**config.mk**
```make
export PLATFORM = sky130hd
export DESIGN_NAME = stepper_step_dir_positioner
export DESIGN_NICKNAME = d
export VERILOG_FILES = /design/src/hw/rtl/stp_pkg.sv /design/src/hw/rtl/stepper_step_dir_positioner.sv /design/src/hw/rtl/stp_move.sv /design/src/hw/rtl/stp_lane.sv
export SDC_FILE = /design/constraint.sdc
export NUM_CORES = 2
export LEC_CHECK = 0
export BUFFER_PORTS_ARGS = -buffer_cell sky130_fd_sc_hd__buf_2
export CORE_MARGIN = 3
export CORE_UTILIZATION = 55
export DETAILED_ROUTE_END_ITERATION = 8
export HOLD_SLACK_MARGIN = 0.02
export PLACE_DENSITY_LB_ADDON = 0.25
export SLEW_MARGIN = 20
export SYNTH_ARGS = -nofsm -noshare
export SYNTH_HDL_FRONTEND = slang
export SYNTH_HIERARCHICAL = 1
export SYNTH_SLANG_ARGS = --single-unit
```
**constraint.sdc**
```tcl
create_clock -name i_clk -period 17 [get_ports i_clk]
set_input_delay 2.55 -clock i_clk [delete_from_list [all_inputs] [get_ports i_clk]]
set_output_delay 2.55 -clock i_clk [all_outputs]
set_load 0.01 [all_outputs]
```
**src/hw/rtl/stp_pkg.sv**
```systemverilog
// Shared types and constants for the step/direction positioner.
// Holds the transfer item structs, per-channel lane structs and opcode codes.
// No dependencies; every other RTL file imports this package.
`timescale 1ns / 1ps
`default_nettype none

package stp_pkg;

    // Opcode codes carried in the input item
    localparam logic [2:0] OP_TICK     = 3'd0;
    localparam logic [2:0] OP_MOVE_ABS = 3'd1;
    localparam logic [2:0] OP_MOVE_REL = 3'd2;
    localparam logic [2:0] OP_STOP     = 3'd3;
    localparam logic [2:0] OP_STOP_ALL = 3'd4;

    // Configuration register indexes
    localparam logic CFG_ADDED_MASK   = 1'b0;
    localparam logic CFG_EN_HIGH_MASK = 1'b1;

    // Channels visible through the 2-bit channel field and 4-bit masks
    localparam int MAX_LANES = 4;

    // Saturation limits for relative targets
    localparam logic [31:0] POS_MAX = 32'h7FFF_FFFF;
    localparam logic [31:0] SIGN_BIT = 32'h8000_0000;

    typedef struct packed {
        logic [2:0]         opcode;
        logic [1:0]         channel;
        logic signed [31:0] move_value;
    } t_in_item;

    typedef struct packed {
        logic [3:0]         step_levels;
        logic [3:0]         dir_levels;
        logic [3:0]         enable_levels;
        logic [3:0]         busy_mask;
        logic signed [31:0] position;
        logic               in_position;
    } t_out_item;

    // Command applied to one channel lane for one item
    typedef struct packed {
        logic        tick;
        logic        load;
        logic        stop;
        logic        dir;
        logic [31:0] mag;
    } t_lane_cmd;

    // Pin and count state of one channel lane
    typedef struct packed {
        logic        step;
        logic        dir;
        logic        en;
        logic        busy;
        logic [31:0] pos;
    } t_lane_state;

endpackage

`default_nettype wire

```
**src/hw/rtl/stepper_step_dir_positioner.sv**
```systemverilog
// Step/direction positioner top level: input and result registers, command
// decode, channel lanes and the move distance unit. Uses stp_pkg, stp_move, stp_lane.
//
// Usage:
//  - Input channel (i_in_valid / i_in_data / o_in_stall) carries one command:
//    tick, absolute move, relative move, stop channel or stop all.
//  - Output channel (o_out_valid / o_out_data / i_out_stall) returns one status
//    item per command: pin levels and busy mask of all channels, plus position
//    and in-position flag of the addressed channel if added (else zero), all after the update.
//  - Configuration: i_cfg_we writes i_cfg_data into the added mask (index 0)
//    or the enable polarity mask (index 1). Write only while no command is
//    in flight.
//  - Path: a transferred command is held in the input register, and its result is
//    loaded into the result register when that register is free or being drained.
//  - Throughput: one command per cycle unless results stall; all lanes update in
//    parallel; move distances use a single level of 33-bit adders plus selection.
//  - Reset (synchronous, active low) clears every lane to position zero,
//    idle, clockwise, disabled; added mask becomes 1, polarity mask 0.
//  - A stalled result is held; the input register still takes one more
//    command, then o_in_stall rises until the result register frees up.
//  - Lanes beyond four are not built: channels past that range never bind.
`timescale 1ns / 1ps
`default_nettype none

module stepper_step_dir_positioner #(
    parameter int NUM_CHANNELS = 4
) (
    input  wire logic               i_clk,
    input  wire logic               i_rst_n,
    input  wire logic               i_in_valid,
    input  wire stp_pkg::t_in_item  i_in_data,
    output logic                    o_in_stall,
    output logic                    o_out_valid,
    output stp_pkg::t_out_item      o_out_data,
    input  wire logic               i_out_stall,
    input  wire logic               i_cfg_we,
    input  wire logic               i_cfg_idx,
    input  wire logic [3:0]         i_cfg_data
);
    import stp_pkg::*;

    localparam int NLANE = (NUM_CHANNELS < MAX_LANES) ? NUM_CHANNELS : MAX_LANES;

    logic        r_in_valid;
    t_in_item    r_in;
    logic        r_out_valid;
    t_out_item   r_out;
    t_out_item   n_out;
    logic [3:0]  r_added_mask;
    logic [3:0]  r_en_high_mask;

    logic        adv;
    logic        in_accept;
    logic        is_tick;
    logic        is_move;
    logic        is_rel;
    logic        is_stop;
    logic        is_stop_all;
    logic        sel_added;
    logic [31:0] sel_pos;
    logic        mv_dir;
    logic [31:0] mv_mag;

    t_lane_cmd   lane_cmd  [NLANE];
    t_lane_state lane_cur  [NLANE];
    t_lane_state lane_next [NLANE];
    logic [NLANE-1:0][31:0] cur_pos_vec;
    logic [NLANE-1:0]       cur_busy_vec;
    logic [NLANE-1:0]       cur_en_vec;

    // Handshake: advance when the result register is free or being drained
    assign adv         = r_in_valid && (!r_out_valid || !i_out_stall);
    assign o_in_stall  = r_in_valid && !adv;
    assign in_accept   = i_in_valid && !o_in_stall;
    assign o_out_valid = r_out_valid;
    assign o_out_data  = r_out;

    always_ff @(posedge i_clk) begin
        if (!i_rst_n) begin
            r_in_valid  <= 1'b0;
            r_out_valid <= 1'b0;
        end else begin
            if (in_accept) begin
                r_in_valid <= 1'b1;
            end else if (adv) begin
                r_in_valid <= 1'b0;
            end
            if (adv) begin
                r_out_valid <= 1'b1;
            end else if (!i_out_stall) begin
                r_out_valid <= 1'b0;
            end
        end
    end

    // Hold payloads; no reset needed
    always_ff @(posedge i_clk) begin
        if (in_accept) begin
            r_in <= i_in_data;
        end
        if (adv) begin
            r_out <= n_out;
        end
    end

    // Configuration registers
    always_ff @(posedge i_clk) begin
        if (!i_rst_n) begin
            r_added_mask   <= 4'd1;
            r_en_high_mask <= 4'd0;
        end else if (i_cfg_we) begin
            unique case (i_cfg_idx)
                CFG_ADDED_MASK:   r_added_mask   <= i_cfg_data;
                CFG_EN_HIGH_MASK: r_en_high_mask <= i_cfg_data;
                default:          r_added_mask   <= r_added_mask;
            endcase
        end
    end

    // Decode the opcode
    always_comb begin
        is_tick     = 1'b0;
        is_move     = 1'b0;
        is_rel      = 1'b0;
        is_stop     = 1'b0;
        is_stop_all = 1'b0;
        unique case (r_in.opcode)
            OP_TICK:     is_tick     = 1'b1;
            OP_MOVE_ABS: is_move     = 1'b1;
            OP_MOVE_REL: begin
                is_move = 1'b1;
                is_rel  = 1'b1;
            end
            OP_STOP:     is_stop     = 1'b1;
            OP_STOP_ALL: is_stop_all = 1'b1;
            default:     is_tick     = 1'b0;
        endcase
    end

    // Select the addressed lane
    always_comb begin
        sel_added = 1'b0;
        sel_pos   = 32'd0;
        for (int i = 0; i < NLANE; i++) begin
            if (r_in.channel == 2'(i)) begin
                sel_added = r_added_mask[i];
                sel_pos   = lane_cur[i].pos;
            end
        end
    end

    stp_move u_move (
        .i_relative (is_rel),
        .i_value    (r_in.move_value),
        .i_cur_pos  (sel_pos),
        .o_dir      (mv_dir),
        .o_mag      (mv_mag)
    );

    // Build per-lane commands
    always_comb begin
        for (int i = 0; i < NLANE; i++) begin
            lane_cmd[i].tick = is_tick && r_added_mask[i];
            lane_cmd[i].load = is_move && r_added_mask[i] && (r_in.channel == 2'(i));
            lane_cmd[i].stop = r_added_mask[i] &&
                               (is_stop_all || (is_stop && (r_in.channel == 2'(i))));
            lane_cmd[i].dir  = mv_dir;
            lane_cmd[i].mag  = mv_mag;
        end
    end

    for (genvar g = 0; g < NLANE; g++) begin : g_lane
        stp_lane u_lane (
            .i_clk   (i_clk),
            .i_rst_n (i_rst_n),
            .i_adv   (adv),
            .i_cmd   (lane_cmd[g]),
            .o_cur   (lane_cur[g]),
            .o_next  (lane_next[g])
        );
        assign cur_pos_vec[g]  = lane_cur[g].pos;
        assign cur_busy_vec[g] = lane_cur[g].busy;
        assign cur_en_vec[g]   = lane_cur[g].en;
    end

    // Assemble the status item from the updated lane state
    always_comb begin
        n_out = '0;
        for (int i = 0; i < NLANE; i++) begin
            n_out.step_levels[i]   = lane_next[i].step;
            n_out.dir_levels[i]    = lane_next[i].dir;
            n_out.enable_levels[i] = ~(lane_next[i].en ^ r_en_high_mask[i]);
            n_out.busy_mask[i]     = lane_next[i].busy;
            if (sel_added && (r_in.channel == 2'(i))) begin
                n_out.position    = lane_next[i].pos;
                n_out.in_position = !lane_next[i].busy;
            end
        end
    end

`ifndef SYNTHESIS
    // A processed command always lands in the result register
    a_adv_loads_out: assert property (@(posedge i_clk) disable iff (!i_rst_n)
        adv |=> r_out_valid)
        else $error("result register not loaded after advance");

    // A blocked command stays in the input register
    a_in_holds: assert property (@(posedge i_clk) disable iff (!i_rst_n)
        (r_in_valid && !adv) |=> r_in_valid)
        else $error("input register dropped a blocked command");

    // A channel with steps left is always enabled
    a_busy_enabled: assert property (@(posedge i_clk) disable iff (!i_rst_n)
        (cur_busy_vec & ~cur_en_vec) == '0)
        else $error("busy channel without enable");

    // Positions move only on a processed tick
    a_pos_on_tick: assert property (@(posedge i_clk) disable iff (!i_rst_n)
        !(adv && is_tick) |=> $stable(cur_pos_vec))
        else $error("position changed without a tick");
`endif

endmodule

`default_nettype wire

```
**src/hw/rtl/stp_move.sv**
```systemverilog
// Move distance unit: direction and step count for absolute or relative moves.
// Pure combinational; uses stp_pkg for the saturation constants.
`timescale 1ns / 1ps
`default_nettype none

module stp_move (
    input  wire logic        i_relative,
    input  wire logic [31:0] i_value,
    input  wire logic [31:0] i_cur_pos,
    output logic             o_dir,
    output logic [31:0]      o_mag
);
    import stp_pkg::*;

    logic [32:0] diff_tc;   // target - current
    logic [32:0] diff_ct;   // current - target
    logic [32:0] rel_sum;   // current + offset
    logic [31:0] neg_value;
    logic        rel_ovf;
    logic [31:0] sat_neg_mag;

    // Run the three adders side by side, then pick
    assign diff_tc   = {i_value[31], i_value} - {i_cur_pos[31], i_cur_pos};
    assign diff_ct   = {i_cur_pos[31], i_cur_pos} - {i_value[31], i_value};
    assign rel_sum   = {i_cur_pos[31], i_cur_pos} + {i_value[31], i_value};
    assign neg_value = 32'd0 - i_value;
    assign rel_ovf   = rel_sum[32] != rel_sum[31];

    // Distance to the lower limit when the target clips negative
    assign sat_neg_mag = i_cur_pos ^ SIGN_BIT;

    always_comb begin
        if (!i_relative) begin
            o_dir = diff_tc[32];
            o_mag = diff_tc[32] ? diff_ct[31:0] : diff_tc[31:0];
        end else if (!rel_ovf) begin
            // Target in range: distance is the offset itself
            o_dir = i_value[31];
            o_mag = i_value[31] ? neg_value : i_value;
        end else if (!rel_sum[32]) begin
            // Clipped to the upper limit
            o_dir = 1'b0;
            o_mag = ~i_cur_pos ^ (POS_MAX ^ 32'hFFFF_FFFF);
        end else begin
            // Clipped to the lower limit
            o_dir = |sat_neg_mag;
            o_mag = sat_neg_mag;
        end
    end

endmodule

`default_nettype wire

```
**src/hw/rtl/stp_lane.sv**
```systemverilog
// One channel lane: step count, position and step/dir/enable pin registers.
// Applies tick, load and stop commands; depends on stp_pkg for lane structs.
`timescale 1ns / 1ps
`default_nettype none

module stp_lane (
    input  wire logic                 i_clk,
    input  wire logic                 i_rst_n,
    input  wire logic                 i_adv,
    input  wire stp_pkg::t_lane_cmd   i_cmd,
    output stp_pkg::t_lane_state      o_cur,
    output stp_pkg::t_lane_state      o_next
);
    import stp_pkg::*;

    logic [31:0] r_steps, n_steps;
    logic [31:0] r_pos,   n_pos;
    logic        r_step,  n_step;
    logic        r_dir,   n_dir;
    logic        r_en,    n_en;

    // Work out the lane update for the item in flight
    always_comb begin
        n_steps = r_steps;
        n_pos   = r_pos;
        n_step  = r_step;
        n_dir   = r_dir;
        n_en    = r_en;
        if (i_adv) begin
            if (i_cmd.tick) begin
                if (r_steps == 32'd0) begin
                    n_step = 1'b0;
                end else if (!r_step) begin
                    n_step = 1'b1;
                end else begin
                    // Falling edge of the step pin completes one step
                    n_step  = 1'b0;
                    n_steps = r_steps - 32'd1;
                    n_pos   = r_dir ? (r_pos - 32'd1) : (r_pos + 32'd1);
                end
            end
            if (i_cmd.load) begin
                n_dir   = i_cmd.dir;
                n_steps = i_cmd.mag;
                if (i_cmd.mag != 32'd0) begin
                    n_en = 1'b1;
                end
            end
            if (i_cmd.stop) begin
                n_steps = 32'd0;
                n_en    = 1'b0;
            end
        end
    end

    always_ff @(posedge i_clk) begin
        if (!i_rst_n) begin
            r_steps <= 32'd0;
            r_pos   <= 32'd0;
            r_step  <= 1'b0;
            r_dir   <= 1'b0;
            r_en    <= 1'b0;
        end else begin
            r_steps <= n_steps;
            r_pos   <= n_pos;
            r_step  <= n_step;
            r_dir   <= n_dir;
            r_en    <= n_en;
        end
    end

    assign o_cur  = '{step: r_step, dir: r_dir, en: r_en,
                      busy: (r_steps != 32'd0), pos: r_pos};
    assign o_next = '{step: n_step, dir: n_dir, en: n_en,
                      busy: (n_steps != 32'd0), pos: n_pos};

endmodule

`default_nettype wire

```
=== Word-level counts from Yosys, hierarchy flattened ===
Cells that the tools add are included.

* Bits in registers: 364
* Bits of input ports: 47
* Output and inout bits: 51

* $add $sub $neg: 16
* Equality and inequality tests: 9
* Muxes and demuxes: 113
* Bitwise logic cells: 12
* Reductions and logical operators: 56

{| class="wikitable"
|+ Operator list
! cell !! number
|-
| 32-bit 2-to-1 mux || 53
|-
| 32-bit by 1-bit subtractor with 32-bit output (second input constant) || 8
|-
| 32-bit nonzero test || 5
|-
| 33-bit 2-to-1 mux || 4
|-
| 32-bit by 1-bit adder with 32-bit output (second input constant) || 4
|-
| 32-bit logical NOT || 4
|-
| 1-bit 2-to-1 mux || 56
|-
| 32-bit by 32-bit adder with 33-bit output || 1
|-
| 32-bit by 32-bit subtractor with 33-bit output || 1
|-
| 32-bit NOT || 1
|-
| 32-bit OR reduction || 1
|-
| 1-bit by 32-bit subtractor with 32-bit output (first input constant) || 1
|-
| 32-bit subtractor || 1
|-
| 1-bit logical AND || 27
|-
| 1-bit logical NOT || 8
|-
| 1-bit NOT || 7
|-
| 3-bit by 2-bit equality test with 1-bit output (second input constant) || 2
|-
| 1-bit logical OR || 5
|-
| 2-bit equality test (second input constant) || 2
|-
| 2-bit AND reduction || 2
|-
| 1-bit XOR || 4
|-
| 3-bit by 1-bit equality test with 1-bit output (second input constant) || 1
|-
| 3-bit equality test (second input constant) || 1
|-
| 3-bit logical NOT || 1
|-
| other kinds (6) || 6
|}

=== Logic depth before layout (Yosys ltp) ===
* Depth after elaboration: 19
* Gate-level depth with buffers: 26
* Mapped depth without buffers: 21

=== Modules after synthesis ===
The synthesis kept the hierarchy.

{| class="wikitable"
|+ By module, submodules not included
! module !! instances !! cells an instance !! area each (um2) !! sequential area each (um2)
|-
| stp_lane at g_lane[2].u_lane ... || 2 || 711 || 5340.1 || 1341.3
|-
| stp_move || 1 || 938 || 6267.3 || 0.0
|-
| stp_lane at g_lane[1].u_lane || 1 || 691 || 5371.4 || 1341.3
|-
| stp_lane at g_lane[0].u_lane || 1 || 695 || 5195.0 || 1341.3
|-
| stepper_step_dir_positioner || 1 || 361 || 5006.1 || 2782.7
|}

=== Least setup slack after synthesis ===
Ideal clock, no wire load.

* Path kind: input port to flip-flop
* Start: input port i_out_stall
* End: register r_out (netlist bit o_out_data[0]), data pin
* Setup time: 157 ps
* Data arrival time: 9044 ps
* Data required time: 16843 ps
* Setup slack: 7799 ps
* Stages on the path: 11
* Buffers on the path: 0
* Cell sequence: a21boi_0 > inv_1 > nor3_1 > a21oi_1 > a221o_1 > a2111oi_0 > nand4_1 > nor4_1 > nand4_1 > nand3b_1 > a32oi_1

{| class="wikitable"
|+ RTL lines
! what !! RTL line !! source
|-
| from (decl) || stepper_step_dir_positioner.sv:35 || <nowiki>input wire logic i_out_stall,</nowiki>
|-
| to (signal assigned) || stepper_step_dir_positioner.sv:102 || <nowiki>r_out <= n_out;</nowiki>
|-
| to (decl) || stepper_step_dir_positioner.sv:47 || <nowiki>t_out_item r_out;</nowiki>
|}

==> results.toml <==
[status]
outcome = "finished clean"

[die]
die_h_um = 249
die_area_sq_um = 61900
rows = 88
initial_core_util_pct = 55.9
pin_count = 98
die_width_um = 249
coreArea_sq_um = 58000

[route]
vias_per_cell = 6.88
routed_wl_mm = 117
final_antenna_net_count = 0
drt_pass1_iterations = 6
wl_per_cell_um = 24.1
drt-initial-drc-count = 4444
via_count = 33400
drc = 0

[final_layout]
nets = 4337
area_delta_synth_final_pct = 7.38
drive_gt1_share_pct = 9.25
final_util_pct = 60.0
antennaDiodeCount = 0

[power_and_ir_drop]
p_per_area_nw_per_um2 = 67.3
power_frac_comb_pct = 16.0
intPower_mw = 1.64
switchingPower_uw = 700
switching_share_pct = 29.9
p_seq_share_pct = 39.3
peakVddDrop_uv = 71.8
clkPwrFrac_pct = 44.6
leakage_nw = 13.9

[worst_setup_path]
crit_fanout = 45
path_class = "flip-flop to flip-flop"
cp-start-kind = "flip-flop"
worstSetupEndpointType = "flip-flop"
cp.arrival_ns = 8.86
required_ns = 17.43

[sta]
grt_setup_unrepaired = "no"
setup_violations = 0
maxSlewViolCount = 0
hold_violations = 0
final.setup.tns_ns = 0
slew_headroom_pct = 16.1
fin_crit_sh_pct = 49.6
max_freq_mhz = 119
finalClockSkew_ns = 0.0259
tightest_slew_ns = 1.25
period_needed_ns = 8.43

[logic_synthesis]
synth_warnings = 6
syn-num-nets = 4370
netlist_instances = 4093
synthesis.area_sq_um = 32400
avgSynthCellArea_sq_um = 7.92

[clock_network]
clock-sinks = 364
cts_root_buf = "clkbuf_16"
cts_hold_buf = 0
clk_path_buf_depth = 3
ctsResizeCount = 0
insertion_delay_ns = 0.59
cts_post_setup_buffers_inserted = 0
cts_buffers = 44
cts.clk_slew.worst_paths_ns = 0.06
cts_tree = "built"
h-tree-depth = 2

[placement]
gp_congestion = 1.01
dp_hpwl_mm = 85.8
io_buffers = 97

[worst_hold_path]
hold_path.class = "flip-flop to flip-flop"

[global_route]
grt_max_degree = 76
antenna_found_initial = 0
grt_pass1_wl_mm = 178
grt_pass1_vias = 30100
overflow = 0
grt_usage_pct = 36.0

[job]
drv_cap = 0
==> layout make-up <==
cell class,count,area [sq um]
clock buffer,54,1210
fill,5291,23200
multi-input combinational,3330,22600
timing repair buffer,160,961
tap,765,957
clock inverter,28,384
sequential,364,8150
inverter,160,601
==> stage by stage <==
stage               setup WS [ns]  power (mW)  hold slack, ns  instance area (sq um)  cells
floorplan                    7.80        1.14           0.456                  32400   4093
global placement             9.05        1.29           0.469                  33200   4779
detailed placement           8.89        1.29           0.488                  33200   4779
CTS                          8.85        2.33           0.496                  34800   4861
global route                 8.17        2.40           0.509                  34800   4861
finish                       8.57        2.34           0.493                  34800   4861
==> power by group through the flow <==
| stage | clock, mW | combinational (mW) | sequential [mW] |
|---|---|---|---|
| floorplan | 0 | 0.209 | 0.935 |
| global placement | 0 | 0.350 | 0.939 |
| detailed placement | 0 | 0.350 | 0.939 |
| CTS | 1.06 | 0.352 | 0.921 |
| global route | 1.10 | 0.383 | 0.923 |
| finish | 1.05 | 0.375 | 0.922 |
==> metal layers <==
layer  vias to the layer above  track usage (%)  share of wire [%]
met2                      2020             51.8                 40
met5                         -                0              0.028
met4                         2             15.0                4.9
met1                     15700             50.5                 42
li1                      15400                -                  -
met3                       335             9.82                 13
==> critical path: stages, from the launching register on <==
cell	delay (ns)
edfxtp_1	1.08
buf_4	0.67
mux4_2	0.49
ha_1	0.53
and3_1	0.31
o31ai_1	0.38
a31oi_1	0.17
o21bai_1	0.31
nor2_4	0.48
buf_4	0.42
mux2_2	0.41
o21ai_1	0.27
xnor2_1	0.11
o32a_1	0.48
a21oi_1	0.25
o22ai_1	0.10
o31a_1	0.14
a2111oi_0	0.37
nand4_1	0.17
nor4_1	0.32
nand4_1	0.26
nand3b_1	0.26
a32oi_1	0.22
==> cells in the final DEF (no fill, tap or decap), drive strengths merged, types with 103 or more instances in the layout <==
| cell | n |
|---|---|
| a21oi | 239 |
| and2 | 168 |
| buf | 160 |
| dfxtp | 278 |
| ha | 224 |
| inv | 156 |
| nand2 | 415 |
| nand3 | 163 |
| nor2 | 300 |
| nor3 | 103 |
| o21ai | 239 |
==> worst paths after layout <==
path	from	to	slack, ns	cells past startpoint
worst max-delay path	r_in[33]$_DFFE_PP_	o_out_data[0]$_DFFE_PP_	8.57	22
worst min-delay path	r_en_high_mask[1]$_SDFFE_PN0P_	r_en_high_mask[1]$_SDFFE_PN0P_	0.49	2
worst max register to register	r_in[33]$_DFFE_PP_	o_out_data[0]$_DFFE_PP_	8.57	22
worst min register to register	r_en_high_mask[1]$_SDFFE_PN0P_	r_en_high_mask[1]$_SDFFE_PN0P_	0.49	2
==> state kept, by name, summed over array words and instances (netlist names) <==
signal and cells:
o_out_valid 1, g_lane.u_lane/r_step 4, g_lane.u_lane/r_dir 4, g_lane.u_lane/r_steps 128, g_lane.u_lane/r_pos 128, r_in 37
o_out_data 49, g_lane.u_lane/r_en 4, r_added_mask 4, r_in_valid 1, r_en_high_mask 4
Power figures use the tool's default switching activity.
